--- src/sv/clt_pkg.sv ---
// clt_pkg: types shared by the tokenizer front, queue and back, plus the
// character codes and per-byte step the front runs. Depends on nothing.
`default_nettype none

package clt_pkg;

  // Characters recognised by the tokenizer
  localparam logic [7:0] CH_QUOTE = 8'h22;
  localparam logic [7:0] CH_COMMA = 8'h2C;
  localparam logic [7:0] CH_LF    = 8'h0A;
  localparam logic [7:0] CH_CR    = 8'h0D;

  localparam logic [4:0] MAX_FIELDS_RESET = 5'd16;

  // Most results one byte can cause, and the bundle queue depth
  localparam int unsigned RES_MAX = 4;
  localparam int unsigned QDEPTH  = 4;
  localparam int unsigned QPTR_W  = $clog2(QDEPTH);

  typedef enum logic [2:0] {
    MODE_START = 3'd0,
    MODE_UNQ   = 3'd1,
    MODE_QUO   = 3'd2,
    MODE_QPEND = 3'd3,
    MODE_DONE  = 3'd4
  } mode_t;

  typedef enum logic [1:0] {
    KIND_CHAR      = 2'd0,
    KIND_FIELD_END = 2'd1,
    KIND_ROW_END   = 2'd2
  } kind_t;

  typedef struct packed {
    logic [7:0] line_byte;
    logic       line_last;
  } line_item_t;

  typedef struct packed {
    logic [1:0] kind;
    logic [7:0] out_byte;
    logic [4:0] field_index;
    logic       last;
  } tok_item_t;

  // Results of one byte; the final valid entry carries last = 1
  typedef tok_item_t [RES_MAX-1:0] bundle_t;

  typedef struct packed {
    mode_t      mode;
    logic [4:0] count;
    logic [2:0] n;
    bundle_t    res;
  } step_t;

  function automatic step_t emit(step_t s, kind_t kind, logic [7:0] b, logic [4:0] idx);
    if (s.n < 3'(RES_MAX)) begin
      s.res[s.n[1:0]] = '{kind: kind, out_byte: b, field_index: idx, last: 1'b0};
      s.n = s.n + 3'd1;
    end
    return s;
  endfunction

  function automatic step_t row_end(step_t s);
    if (s.mode != MODE_DONE) begin
      s = emit(s, KIND_ROW_END, 8'd0, s.count);
      s.mode = MODE_DONE;
    end
    return s;
  endfunction

  function automatic step_t field_end(step_t s, logic [4:0] limit);
    s = emit(s, KIND_FIELD_END, 8'd0, s.count);
    s.count = s.count + 5'd1;
    s.mode = MODE_START;
    if (s.count >= limit) s = row_end(s);
    return s;
  endfunction

  function automatic step_t at_start(step_t s, logic [7:0] b, logic [4:0] limit);
    if (s.count >= limit || b == CH_LF || b == CH_CR) begin
      s = row_end(s);
    end else if (b == CH_QUOTE) begin
      s.mode = MODE_QUO;
    end else if (b == CH_COMMA) begin
      s = field_end(s, limit);
    end else begin
      s = emit(s, KIND_CHAR, b, s.count);
      s.mode = MODE_UNQ;
    end
    return s;
  endfunction

  // One input byte: new state and up to four results
  function automatic step_t step(mode_t mode, logic [4:0] count, logic [7:0] b,
                                 logic fin, logic [4:0] limit);
    step_t s;
    s = '{mode: mode, count: count, n: 3'd0, res: '0};
    unique case (mode)
      MODE_START: s = at_start(s, b, limit);
      MODE_UNQ: begin
        if (b == CH_COMMA) begin
          s = field_end(s, limit);
        end else if (b == CH_LF || b == CH_CR) begin
          s = field_end(s, limit);
          s = row_end(s);
        end else begin
          s = emit(s, KIND_CHAR, b, s.count);
        end
      end
      MODE_QUO: begin
        if (b == CH_QUOTE) s.mode = MODE_QPEND;
        else s = emit(s, KIND_CHAR, b, s.count);
      end
      MODE_QPEND: begin
        if (b == CH_QUOTE) begin
          s = emit(s, KIND_CHAR, b, s.count);
          s.mode = MODE_QUO;
        end else begin
          s = field_end(s, limit);
          if (s.mode != MODE_DONE && b != CH_COMMA) s = at_start(s, b, limit);
        end
      end
      default: s.mode = MODE_DONE;
    endcase
    if (fin) begin
      if (s.mode == MODE_UNQ || s.mode == MODE_QUO || s.mode == MODE_QPEND)
        s = field_end(s, limit);
      s = row_end(s);
      s.mode = MODE_START;
      s.count = 5'd0;
    end
    if (s.n != 3'd0) s.res[2'(s.n - 3'd1)].last = 1'b1;
    return s;
  endfunction

endpackage

`default_nettype wire

--- src/sv/clt_front.sv ---
// clt_front: accepts line bytes, runs the tokenizer state and builds the
// bundle of results for each byte. Depends on clt_pkg.
`default_nettype none

module clt_front #(
  parameter int MAX_FIELDS = 16
) (
  input  wire                 clk,
  input  wire                 rst,
  input  wire                 line_valid,
  output logic                line_ready,
  input  clt_pkg::line_item_t line,
  input  wire                 cfg_wen,
  input  wire  [4:0]          cfg_wdata,
  output logic                push_valid,
  input  wire                 push_ready,
  output clt_pkg::bundle_t    push_data
);

  localparam logic [4:0] LimitCap = 5'((MAX_FIELDS > 31) ? 31 : MAX_FIELDS);

  clt_pkg::mode_t mode;
  logic [4:0]     count;
  logic [4:0]     max_fields;
  logic [4:0]     limit;
  clt_pkg::step_t nxt;
  logic           take;

  always_comb begin
    limit      = (max_fields < LimitCap) ? max_fields : LimitCap;
    nxt        = clt_pkg::step(mode, count, line.line_byte, line.line_last, limit);
    line_ready = push_ready;
    take       = line_valid && line_ready;
    push_valid = take && (nxt.n != 3'd0);
    push_data  = nxt.res;
  end

  always_ff @(posedge clk) begin
    if (rst) begin
      mode       <= clt_pkg::MODE_START;
      count      <= 5'd0;
      max_fields <= clt_pkg::MAX_FIELDS_RESET;
    end else begin
      if (cfg_wen) max_fields <= cfg_wdata;
      if (take) begin
        mode  <= nxt.mode;
        count <= nxt.count;
      end
    end
  end

endmodule

`default_nettype wire

--- src/sv/clt_queue.sv ---
// clt_queue: short FIFO of result bundles between tokenizer front and back.
// Depends on clt_pkg.
`default_nettype none

module clt_queue (
  input  wire              clk,
  input  wire              rst,
  input  wire              push_valid,
  output logic             push_ready,
  input  clt_pkg::bundle_t push_data,
  output logic             pop_valid,
  input  wire              pop,
  output clt_pkg::bundle_t pop_data
);

  clt_pkg::bundle_t                mem [clt_pkg::QDEPTH];
  logic [clt_pkg::QPTR_W-1:0]      wr_ptr;
  logic [clt_pkg::QPTR_W-1:0]      rd_ptr;
  logic [clt_pkg::QPTR_W:0]        fill;
  logic                            do_push;
  logic                            do_pop;

  always_comb begin
    push_ready = (fill != (clt_pkg::QPTR_W+1)'(clt_pkg::QDEPTH));
    pop_valid  = (fill != '0);
    pop_data   = mem[rd_ptr];
    do_push    = push_valid && push_ready;
    do_pop     = pop && pop_valid;
  end

  always_ff @(posedge clk) begin
    if (do_push) mem[wr_ptr] <= push_data;
  end

  always_ff @(posedge clk) begin
    if (rst) begin
      wr_ptr <= '0;
      rd_ptr <= '0;
      fill   <= '0;
    end else begin
      if (do_push) wr_ptr <= wr_ptr + 1'b1;
      if (do_pop)  rd_ptr <= rd_ptr + 1'b1;
      if (do_push && !do_pop)      fill <= fill + 1'b1;
      else if (do_pop && !do_push) fill <= fill - 1'b1;
    end
  end

endmodule

`default_nettype wire

--- src/sv/clt_back.sv ---
// clt_back: walks the head bundle of the queue and hands out one token per
// request. Depends on clt_pkg.
`default_nettype none

module clt_back (
  input  wire                clk,
  input  wire                rst,
  input  wire                head_valid,
  input  clt_pkg::bundle_t   head,
  output logic               pop,
  output logic               tok_valid,
  input  wire                tok_ready,
  output clt_pkg::tok_item_t tok
);

  logic [1:0] slot;
  logic       sent;

  always_comb begin
    tok       = head[slot];
    tok_valid = head_valid;
    sent      = tok_valid && tok_ready;
    // release the bundle once its final token has gone
    pop       = sent && tok.last;
  end

  always_ff @(posedge clk) begin
    if (rst) begin
      slot <= 2'd0;
    end else if (sent) begin
      slot <= tok.last ? 2'd0 : slot + 2'd1;
    end
  end

endmodule

`default_nettype wire

--- src/sv/csv_line_tokenizer.sv ---
// csv_line_tokenizer: top level of the CSV line tokenizer.
// Depends on clt_pkg, clt_front, clt_queue and clt_back.
//
// Usage:
//  - line channel (line_valid/line_ready/line): one request per raw byte of a
//    CSV line, line_last set on the final byte of the line.
//  - tok channel (tok_valid/tok_ready/tok): one request per token: a field
//    character, an end of field or an end of row carrying the field count;
//    tok.last marks the final token caused by a byte.
//  - cfg_wen/cfg_wdata: write max_fields (resets to 16). Write only while the
//    block is idle. The limit in force is the smaller of it and MAX_FIELDS.
// The first token of a byte is offered once its bundle is registered in
// the queue and the bundles ahead of it have gone. Throughput: one byte
// per cycle while bytes yield at most one token each and tok_ready is high;
// the tok port gives one token per cycle, so a byte's tokens leave in turn.
// A four-entry queue of per-byte bundles sets how far bytes can run ahead.
// Reset: clears the parser to field start, count zero, and empties the queue.
// Stall: while tok_ready is low, tokens hold; the byte side keeps taking
// bytes until the queue fills, then line_ready drops.
`default_nettype none

module csv_line_tokenizer #(
  parameter int MAX_FIELDS = 16
) (
  input  wire                 clk,
  input  wire                 rst,
  input  wire                 line_valid,
  output logic                line_ready,
  input  clt_pkg::line_item_t line,
  output logic                tok_valid,
  input  wire                 tok_ready,
  output clt_pkg::tok_item_t  tok,
  input  wire                 cfg_wen,
  input  wire  [4:0]          cfg_wdata
);

  // front -> queue
  logic             push_valid;
  logic             push_ready;
  clt_pkg::bundle_t push_data;

  // queue -> back
  logic             head_valid;
  logic             pop;
  clt_pkg::bundle_t head;

  // Parse each byte combinationally and form its token bundle
  clt_front #(
    .MAX_FIELDS(MAX_FIELDS)
  ) u_front (
    .clk       (clk),
    .rst       (rst),
    .line_valid(line_valid),
    .line_ready(line_ready),
    .line      (line),
    .cfg_wen   (cfg_wen),
    .cfg_wdata (cfg_wdata),
    .push_valid(push_valid),
    .push_ready(push_ready),
    .push_data (push_data)
  );

  // Hold bundles so parsing and output stall independently
  clt_queue u_queue (
    .clk       (clk),
    .rst       (rst),
    .push_valid(push_valid),
    .push_ready(push_ready),
    .push_data (push_data),
    .pop_valid (head_valid),
    .pop       (pop),
    .pop_data  (head)
  );

  // Serialise each bundle, one token per cycle while tok_ready is high
  clt_back u_back (
    .clk       (clk),
    .rst       (rst),
    .head_valid(head_valid),
    .head      (head),
    .pop       (pop),
    .tok_valid (tok_valid),
    .tok_ready (tok_ready),
    .tok       (tok)
  );

endmodule

`default_nettype wire
--- config.mk ---
export PLATFORM = sky130hd
export DESIGN_NAME = csv_line_tokenizer
export DESIGN_NICKNAME = d
export VERILOG_FILES = /design/src/sv/clt_pkg.sv /design/src/sv/clt_front.sv /design/src/sv/clt_queue.sv /design/src/sv/clt_back.sv /design/src/sv/csv_line_tokenizer.sv
export SDC_FILE = /design/constraint.sdc
export NUM_CORES = 1
export LEC_CHECK = 0
export BUFFER_PORTS_ARGS = -buffer_cell sky130_fd_sc_hd__buf_2
export CAP_MARGIN = 20
export CORE_MARGIN = 2
export CORE_UTILIZATION = 55
export DETAILED_ROUTE_END_ITERATION = 7
export GPL_TIMING_DRIVEN = 0
export MAX_ROUTING_LAYER = met4
export PLACE_DENSITY_LB_ADDON = 0.25
export SLEW_MARGIN = 0
export SYNTH_ARGS = -nofsm -noshare
export SYNTH_HDL_FRONTEND = slang
export SYNTH_SLANG_ARGS = --single-unit
--- constraint.sdc ---
create_clock -name clk -period 15.6 [get_ports clk]
set_input_delay 1.56 -clock clk [delete_from_list [all_inputs] [get_ports clk]]
set_output_delay 1.56 -clock clk [all_outputs]
set_load 0.02 [all_outputs]
Yosys cells after proc, flatten, opt, wreduce, memory -nomap -nowiden. Memory sizes are Yosys's and may differ from the RTL's. A register that Yosys moved wholly into a read port is not among the register bits. Cells that the tools add are included.

$add $sub $neg: 19. Order comparisons: 39. Equal/unequal tests: 16. Mux-type cells: 117. Reduce and logical (&&, ||, !) cells: 33.

Operators with widths (count): 75-bit 2-to-1 mux (25); 67-bit 2-to-1 mux (20); 64-bit bitwise mux (13); 16-bit demux with 2-bit select (11); 16-bit 2-to-1 mux (21); 72-bit case mux with 4 select lines (1); 72-bit 2-to-1 mux (1); 65-bit 2-to-1 mux (1); 64-bit 2-to-1 mux (1); 3-bit 2-to-1 mux (14); 2-bit by 3-bit < comparator with 1-bit output (second input constant) (12); 3-bit by 1-bit adder with 3-bit output (second input constant) (11); 16-bit binary-select mux with 2-bit select (1); 3-bit < comparator (second input constant) (10); 5-bit >= comparator (5); 2-bit by 1-bit >= comparator with 1-bit output (second input constant) (11); 1-bit logical AND (20); 8-bit by 4-bit equality test with 1-bit output (second input constant) (2); 8-bit by 6-bit equality test with 1-bit output (second input constant) (2); 5-bit by 1-bit adder with 5-bit output (second input constant) (3); 3-bit != test (second input constant) (5); 3-bit by 2-bit equality test with 1-bit output (second input constant) (4); 3-bit case mux with 4 select lines (1); 8-bit by 6-bit != test with 1-bit output (second input constant) (1); 13 further kinds (28).

Register bits: 22. RAM bits: 256. Input port bits: 19. Output and inout bits: 18. Word-level logic and storage cells: 232. Memories kept: 1.

Memory list: u_queue.mem (words 4, width 64, rd ports 1, clocked after Yosys merged registers in 1, write ports 1, line clt_queue.sv:16) `clt_pkg::bundle_t mem [clt_pkg::QDEPTH];`.

Depth between registers and ports, before layout.
Word-level depth: 67. Gate-level depth with buffers: 34.

Modules after synthesis. Synthesis repeated with hierarchy kept, for this count alone.

Cells, all modules: 982. Area total of the unflattened synthesis: 14223.6 µm².

Modules (own cells, without submodules): clt_queue (instances 1, cells an instance 382, area each 9775.6 µm²); clt_front (instances 1, cells an instance 568, area each 3961.3 µm²); clt_back (instances 1, cells an instance 32, area each 486.7 µm²).

Worst setup path before layout. Ideal clock, no wire load.

Path kind: input port to flip-flop. From: input port line[5] (netlist name). To: memory u_queue.mem[0][0] (netlist name), enable pin. Setup time: 0.420 ns. Data arrival time: 7.816 ns. Data required time: 15.180 ns. Path slack: 7.365 ns. Stages on the path: 27. Path buffers: 3. Cell sequence: or3_4 > nor3_4 > inv_2 > ha_1 > inv_1 > o22ai_1 > a32o_1 > a31oi_1 > nor2_1 > a21oi_1 > inv_2 > ha_1 > clkbuf_1 > and3_1 > buf_2 > xor2_1 > ha_1 > and3_1 > a221o_1 > clkbuf_1 > nor2_1 > xor2_1 > ha_1 > a211oi_1 > a221oi_2 > a31oi_4 > and2_1.

Longest elaborated chain between the ends: 25. Elaborated cells between the ends (all ways): 54.

RTL lines: start, declared (line csv_line_tokenizer.sv:29) `input clt_pkg::line_item_t line,`; 8-bit by 4-bit equality test with 1-bit output (line clt_pkg.sv:81, clt_pkg.sv:104); 1-bit logical OR (2 in series) (line clt_pkg.sv:81) `if (s.count >= limit || b == CH_LF || b == CH_CR) begin`; 75-bit 2-to-1 mux (line clt_pkg.sv:81); 75-bit 2-to-1 mux (line clt_pkg.sv:121) `if (s.mode != MODE_DONE && b != CH_COMMA) s = at_start(s, b, limit);`; 75-bit 2-to-1 mux (line clt_pkg.sv:116) `if (b == CH_QUOTE) begin`; 72-bit case mux with 4 select lines (line clt_pkg.sv:99) `unique case (mode)`; 3-bit by 1-bit adder with 3-bit output / 3-bit < comparator (equally long branches) (line clt_pkg.sv:59, clt_pkg.sv:57); 67-bit 2-to-1 mux (line clt_pkg.sv:57) `if (s.n < 3'(RES_MAX)) begin`; [... 9 more ...]; 67-bit 2-to-1 mux (line clt_pkg.sv:65) `if (s.mode != MODE_DONE) begin`; 75-bit 2-to-1 mux * (line clt_pkg.sv:126) `if (fin) begin`; 3-bit nonzero test * (line clt_front.sv:34) `push_valid = take && (nxt.n != 3'd0);`; 1-bit logical AND * (line clt_front.sv:34); 1-bit logical AND * (line clt_queue.sv:27) `do_push = push_valid && push_ready;`; named net u_queue.do_push (line clt_queue.sv:20) `logic do_push;`; 1-bit 2-to-1 mux * (line clt_queue.sv:32) `if (do_push) mem[wr_ptr] <= push_data;`; 1-bit 2-to-1 mux (not written as such) * (line clt_queue.sv:32); end, declared (line clt_queue.sv:16).

The timed path passes the listed nets; every way through them passes the cells marked *. The select of a mux whose other input is x is not followed.

Worst setup path in the final report.
From: input port line[4] (netlist name). To: register u_queue.fill[2] (netlist name).

Longest elaborated chain between the ends: 26. Elaborated cells between the ends (all ways): 57.

RTL lines: 8-bit by 4-bit equality test with 1-bit output (line clt_pkg.sv:81, clt_pkg.sv:104); 1-bit logical OR (2 in series) (line clt_pkg.sv:81); 75-bit 2-to-1 mux (line clt_pkg.sv:81); 75-bit 2-to-1 mux (line clt_pkg.sv:121); 75-bit 2-to-1 mux (line clt_pkg.sv:116); 72-bit case mux with 4 select lines (line clt_pkg.sv:99); 3-bit by 1-bit adder with 3-bit output / 3-bit < comparator (equally long branches) (line clt_pkg.sv:59, clt_pkg.sv:57); 67-bit 2-to-1 mux (line clt_pkg.sv:57); [... 10 more ...]; 75-bit 2-to-1 mux * (line clt_pkg.sv:126); 3-bit nonzero test * (line clt_front.sv:34); 1-bit logical AND * (line clt_front.sv:34); 1-bit logical AND * (line clt_queue.sv:27); named net u_queue.do_push (line clt_queue.sv:20); 1-bit zero test (line clt_queue.sv:44) `else if (do_pop && !do_push) fill <= fill - 1'b1;`; 1-bit logical AND (line clt_queue.sv:44); 2-bit nonzero test (no source line); end signal, assigned (line clt_queue.sv:43) `if (do_push && !do_pop) fill <= fill + 1'b1;`; end signal, assigned (line clt_queue.sv:44); end, declared (line clt_queue.sv:19) `logic [clt_pkg::QPTR_W:0] fill;`.

Marks and branches as above. A chain may end at the register's enable or synchronous reset.

==> run_results.csv <==
group,metric,value,unit
yosys,synth_top_family_by_area,"multiplexers",
placement,hpwl,20600,um
grt,met3_usage,3.97,%
die,die_y,154,um
placement,place_ws,6.33,ns
worst_setup_path,worst-setup-path-type,"in2reg",
cts,htreeDepth,1,
yosys,syn_avg_cell_area,13.7,um^2
yosys,yosys_warnings,0,
cts,hold_buffers,0,
grt,grt_overflow,0,
grt,first_global_vias,8102,
cts,clock_latency,0.52,ns
grt,top_usage_layer,"met2",
yosys,syn_inst,900,
drt,wire_per_inst,23.0,um
yosys,synth_fa_ha_area_share,4.11,%
cts,clock-root-buffer,"clkbuf_16",
grt,gr-usage-all-layers,26.4,%
yosys,ys_seq_area_share,58.3,%
grt,met2_usage,41.6,%
timing,period_minus_slack,8.90,ns
cts,ctsResizeCount,0,
drt,detail-route-antenna-nets,0,
worst_setup_path,end_kind,"flip-flop",
worst_setup_path,slowest_delay,0.49,ns
worst_setup_path,worstPathArrival,9.35,ns
drt,detail_route.first_pass.iterations,6,
drt,vias,8087,
yosys,ys_types,84,
die,initial_core_util,56.3,%
timing,hold_ws,0.496,ns
timing,fin_skew,0.0270,ns
timing,fin_crit_sh,57.1,%
cts,cts_inserted_buffers,25,
drt,routed_wl,29700,um
grt,antenna_found_initial,0,
timing,max_freq,112,MHz
finish,n_fill_cell,1641,
grt,use_met1,36.9,%
yosys,muxShareOfSynthArea,13.4,%
flow_run,drv_cap,0,
power_and_ir_drop,p_total,1.99,mW
yosys,synthSimpleGateAreaFrac,9.47,%
timing,maxSlewViolCount,0,
grt,grt_max_degree,57,
timing,fin_setup_tns,0,ns
cts,clkTransAtPathRegs,0.06,ns
worst_setup_path,critical_path_required,16.05,ns
cts,cts_tree,"built",
finish,drive_above_1_share,16.6,%
worst_setup_path,critPathLaunchType,"input port",
finish,regArea,7210,um^2
worst_hold_path,hold-path-cell-count,2,
worst_setup_path,critPathSlowestCell,"a21oi_1",
timing,setup_slack,6.70,ns
cts,post_cts.repair.setup_buffers,0,
die,fp.dieArea,23700,um^2
worst_setup_path,critPathMaxFanout,11,
die,core.rowCount,54,
die,core-area,22000,um^2
yosys,synth_compound_area_share,10.8,%
placement,io_buffers,34,
power_and_ir_drop,powerDensity,144,nW/um^2
worst_setup_path,worstRegToRegCells,31,
power_and_ir_drop,vdd_drop_max,0.0982,mV
grt,grt_pass1_wl,46300,um
yosys,synth-edff-count,224,
run_status,status,"completed",
cts,numClockSinks,248,
die,io-pin-count,37,
yosys,synth_xor_area_share,1.12,%
yosys,synthesis.area,12400,um^2
timing,rsz0062_at_grt,"no",
yosys,synth_flop_cell,"edfxtp_1",
placement,gp_congestion,0.993,
timing,finalHoldViolations,0,
finish,antenna_cells,0,
drt,routed_via_density,6.27,
power_and_ir_drop,p_leak,4.83,nW
timing,setup_violations,0,
worst_setup_path,cpMostUsedCell,"ha_1",
timing,max_slew_margin,31.8,%
timing,worst_slew_pin_slew,1.01,ns
finish,multi_input_area,4930,um^2
die,die_w,154,um
finish,fin_nets,1053,
drt,drc,0,
placement,dpl-instance-area,13000,um^2
drt,drt_iter0_markers,923,
cts,clk_path_buf_depth,3,
yosys,yosys_register_bits,248,
finish,syn_to_final_growth,11.8,%
worst_hold_path,hold_class,"reg2reg",
yosys,synth_async_sr_flop_share,0,%
finish,fin_area,13800,um^2
-- critical path, delay by kind of cell --
kind | cells | cell delay (ns)
compound gates | 8 | 1.97
simple gates | 9 | 2.09
fa+ha+maj | 6 | 1.79
buf+inv | 9 | 1.45
xor+xnor | 3 | 0.45
-- cells in the final DEF, fill, tap and decap left out, drive strengths merged, types with 11 or more instances in the layout --
master / n
o21ai: 30
dfxtp: 24
conb: 32
ha: 39
buf: 51
inv: 37
o22ai: 16
a21o: 11
a21oi: 57
nor3: 16
nand3: 25
nand2: 60
a22oi: 11
mux4: 63
and2: 23
edfxtp: 224
nor2: 56
clkbuf: 69
mux2i: 20
-- cell usage after synthesis (15+ instances only) --
| master | instances | area (um^2) |
|---|---|---|
| mux2i_1 | 20 | 200 |
| edfxtp_1 | 224 | 6730 |
| nand2_1 | 60 | 225 |
| ha_1 | 39 | 488 |
| clkbuf_1 | 35 | 131 |
| dfxtp_1 | 24 | 480 |
| o21ai_0 | 27 | 135 |
| nand3_1 | 25 | 125 |
| and2_1 | 22 | 138 |
| nor2_1 | 56 | 210 |
| nor3_1 | 15 | 75.1 |
| inv_1 | 34 | 128 |
| o22ai_1 | 16 | 100 |
| mux4_2 | 63 | 1420 |
| a21oi_1 | 53 | 265 |
-- layout make-up --
| type | count | share of cell area, % |
|---|---|---|
| repair buffers | 36 | 1.38 |
| multi-input cells | 596 | 35.7 |
| inverters | 37 | 1.01 |
| clock buffers | 34 | 4.92 |
| well taps | 280 | 2.54 |
| flip-flops and latches | 248 | 52.2 |
| clock inverters | 8 | 0.842 |
| plain buffers | 50 | 1.45 |
-- logic make-up after synthesis --
| family | Yosys count |
|---|---|
| xor+xnor | 15 |
| compound gates | 194 |
| other cells | 1 |
| fa+ha+maj | 40 |
| flops | 248 |
| simple gates | 229 |
| buf+inv | 87 |
| mux | 86 |
-- report_power, final --
part           switching, mW  leakage, nW  internal [mW]
logic                  0.329         2.16          0.219
registers             0.0242         2.28          0.829
clock network          0.235        0.389          0.352
-- per-stage QoR --
| stage | std cells | util [%] |
|---|---|---|
| after CTS | 1288 | 62.9 |
| after global routing | 1289 | 62.9 |
| after global placement | 1245 | 59.2 |
| final | 1289 | 62.9 |
| after detailed placement | 1246 | 59.2 |
| after floorplan | 931 | - |
-- sequential cells by signal (all words and copies together) (netlist names), named ones only --
signal,count
u_queue.fill,3
u_queue.mem,224
u_queue.wr_ptr,2
u_front.max_fields,5
u_back.slot,2
u_queue.rd_ptr,2
u_front.mode,3
u_front.count,5
-- worst paths after layout --
check | start | to | slack (ns)
max | line[4] | u_queue.fill[2]$_SDFFE_PP0P_ | 6.70
min reg2reg | u_front.max_fields[1]$_SDFFE_PP0P_ | u_front.max_fields[1]$_SDFFE_PP0P_ | 0.50
max reg2reg | u_front.count[0]$_SDFFE_PP0P_ | u_queue.fill[2]$_SDFFE_PP0P_ | 7.60
min | u_front.max_fields[1]$_SDFFE_PP0P_ | u_front.max_fields[1]$_SDFFE_PP0P_ | 0.50
-- metal layers --
layer	vias to the layer above	wire [um]	part of all wire (%)
met5	-	0	0
met4	0	537	1.8
met3	47	2090	7.0
met2	327	14200	48
met1	4039	12900	43
li1	3674	-	-
Power figures use the tool's default switching activity.
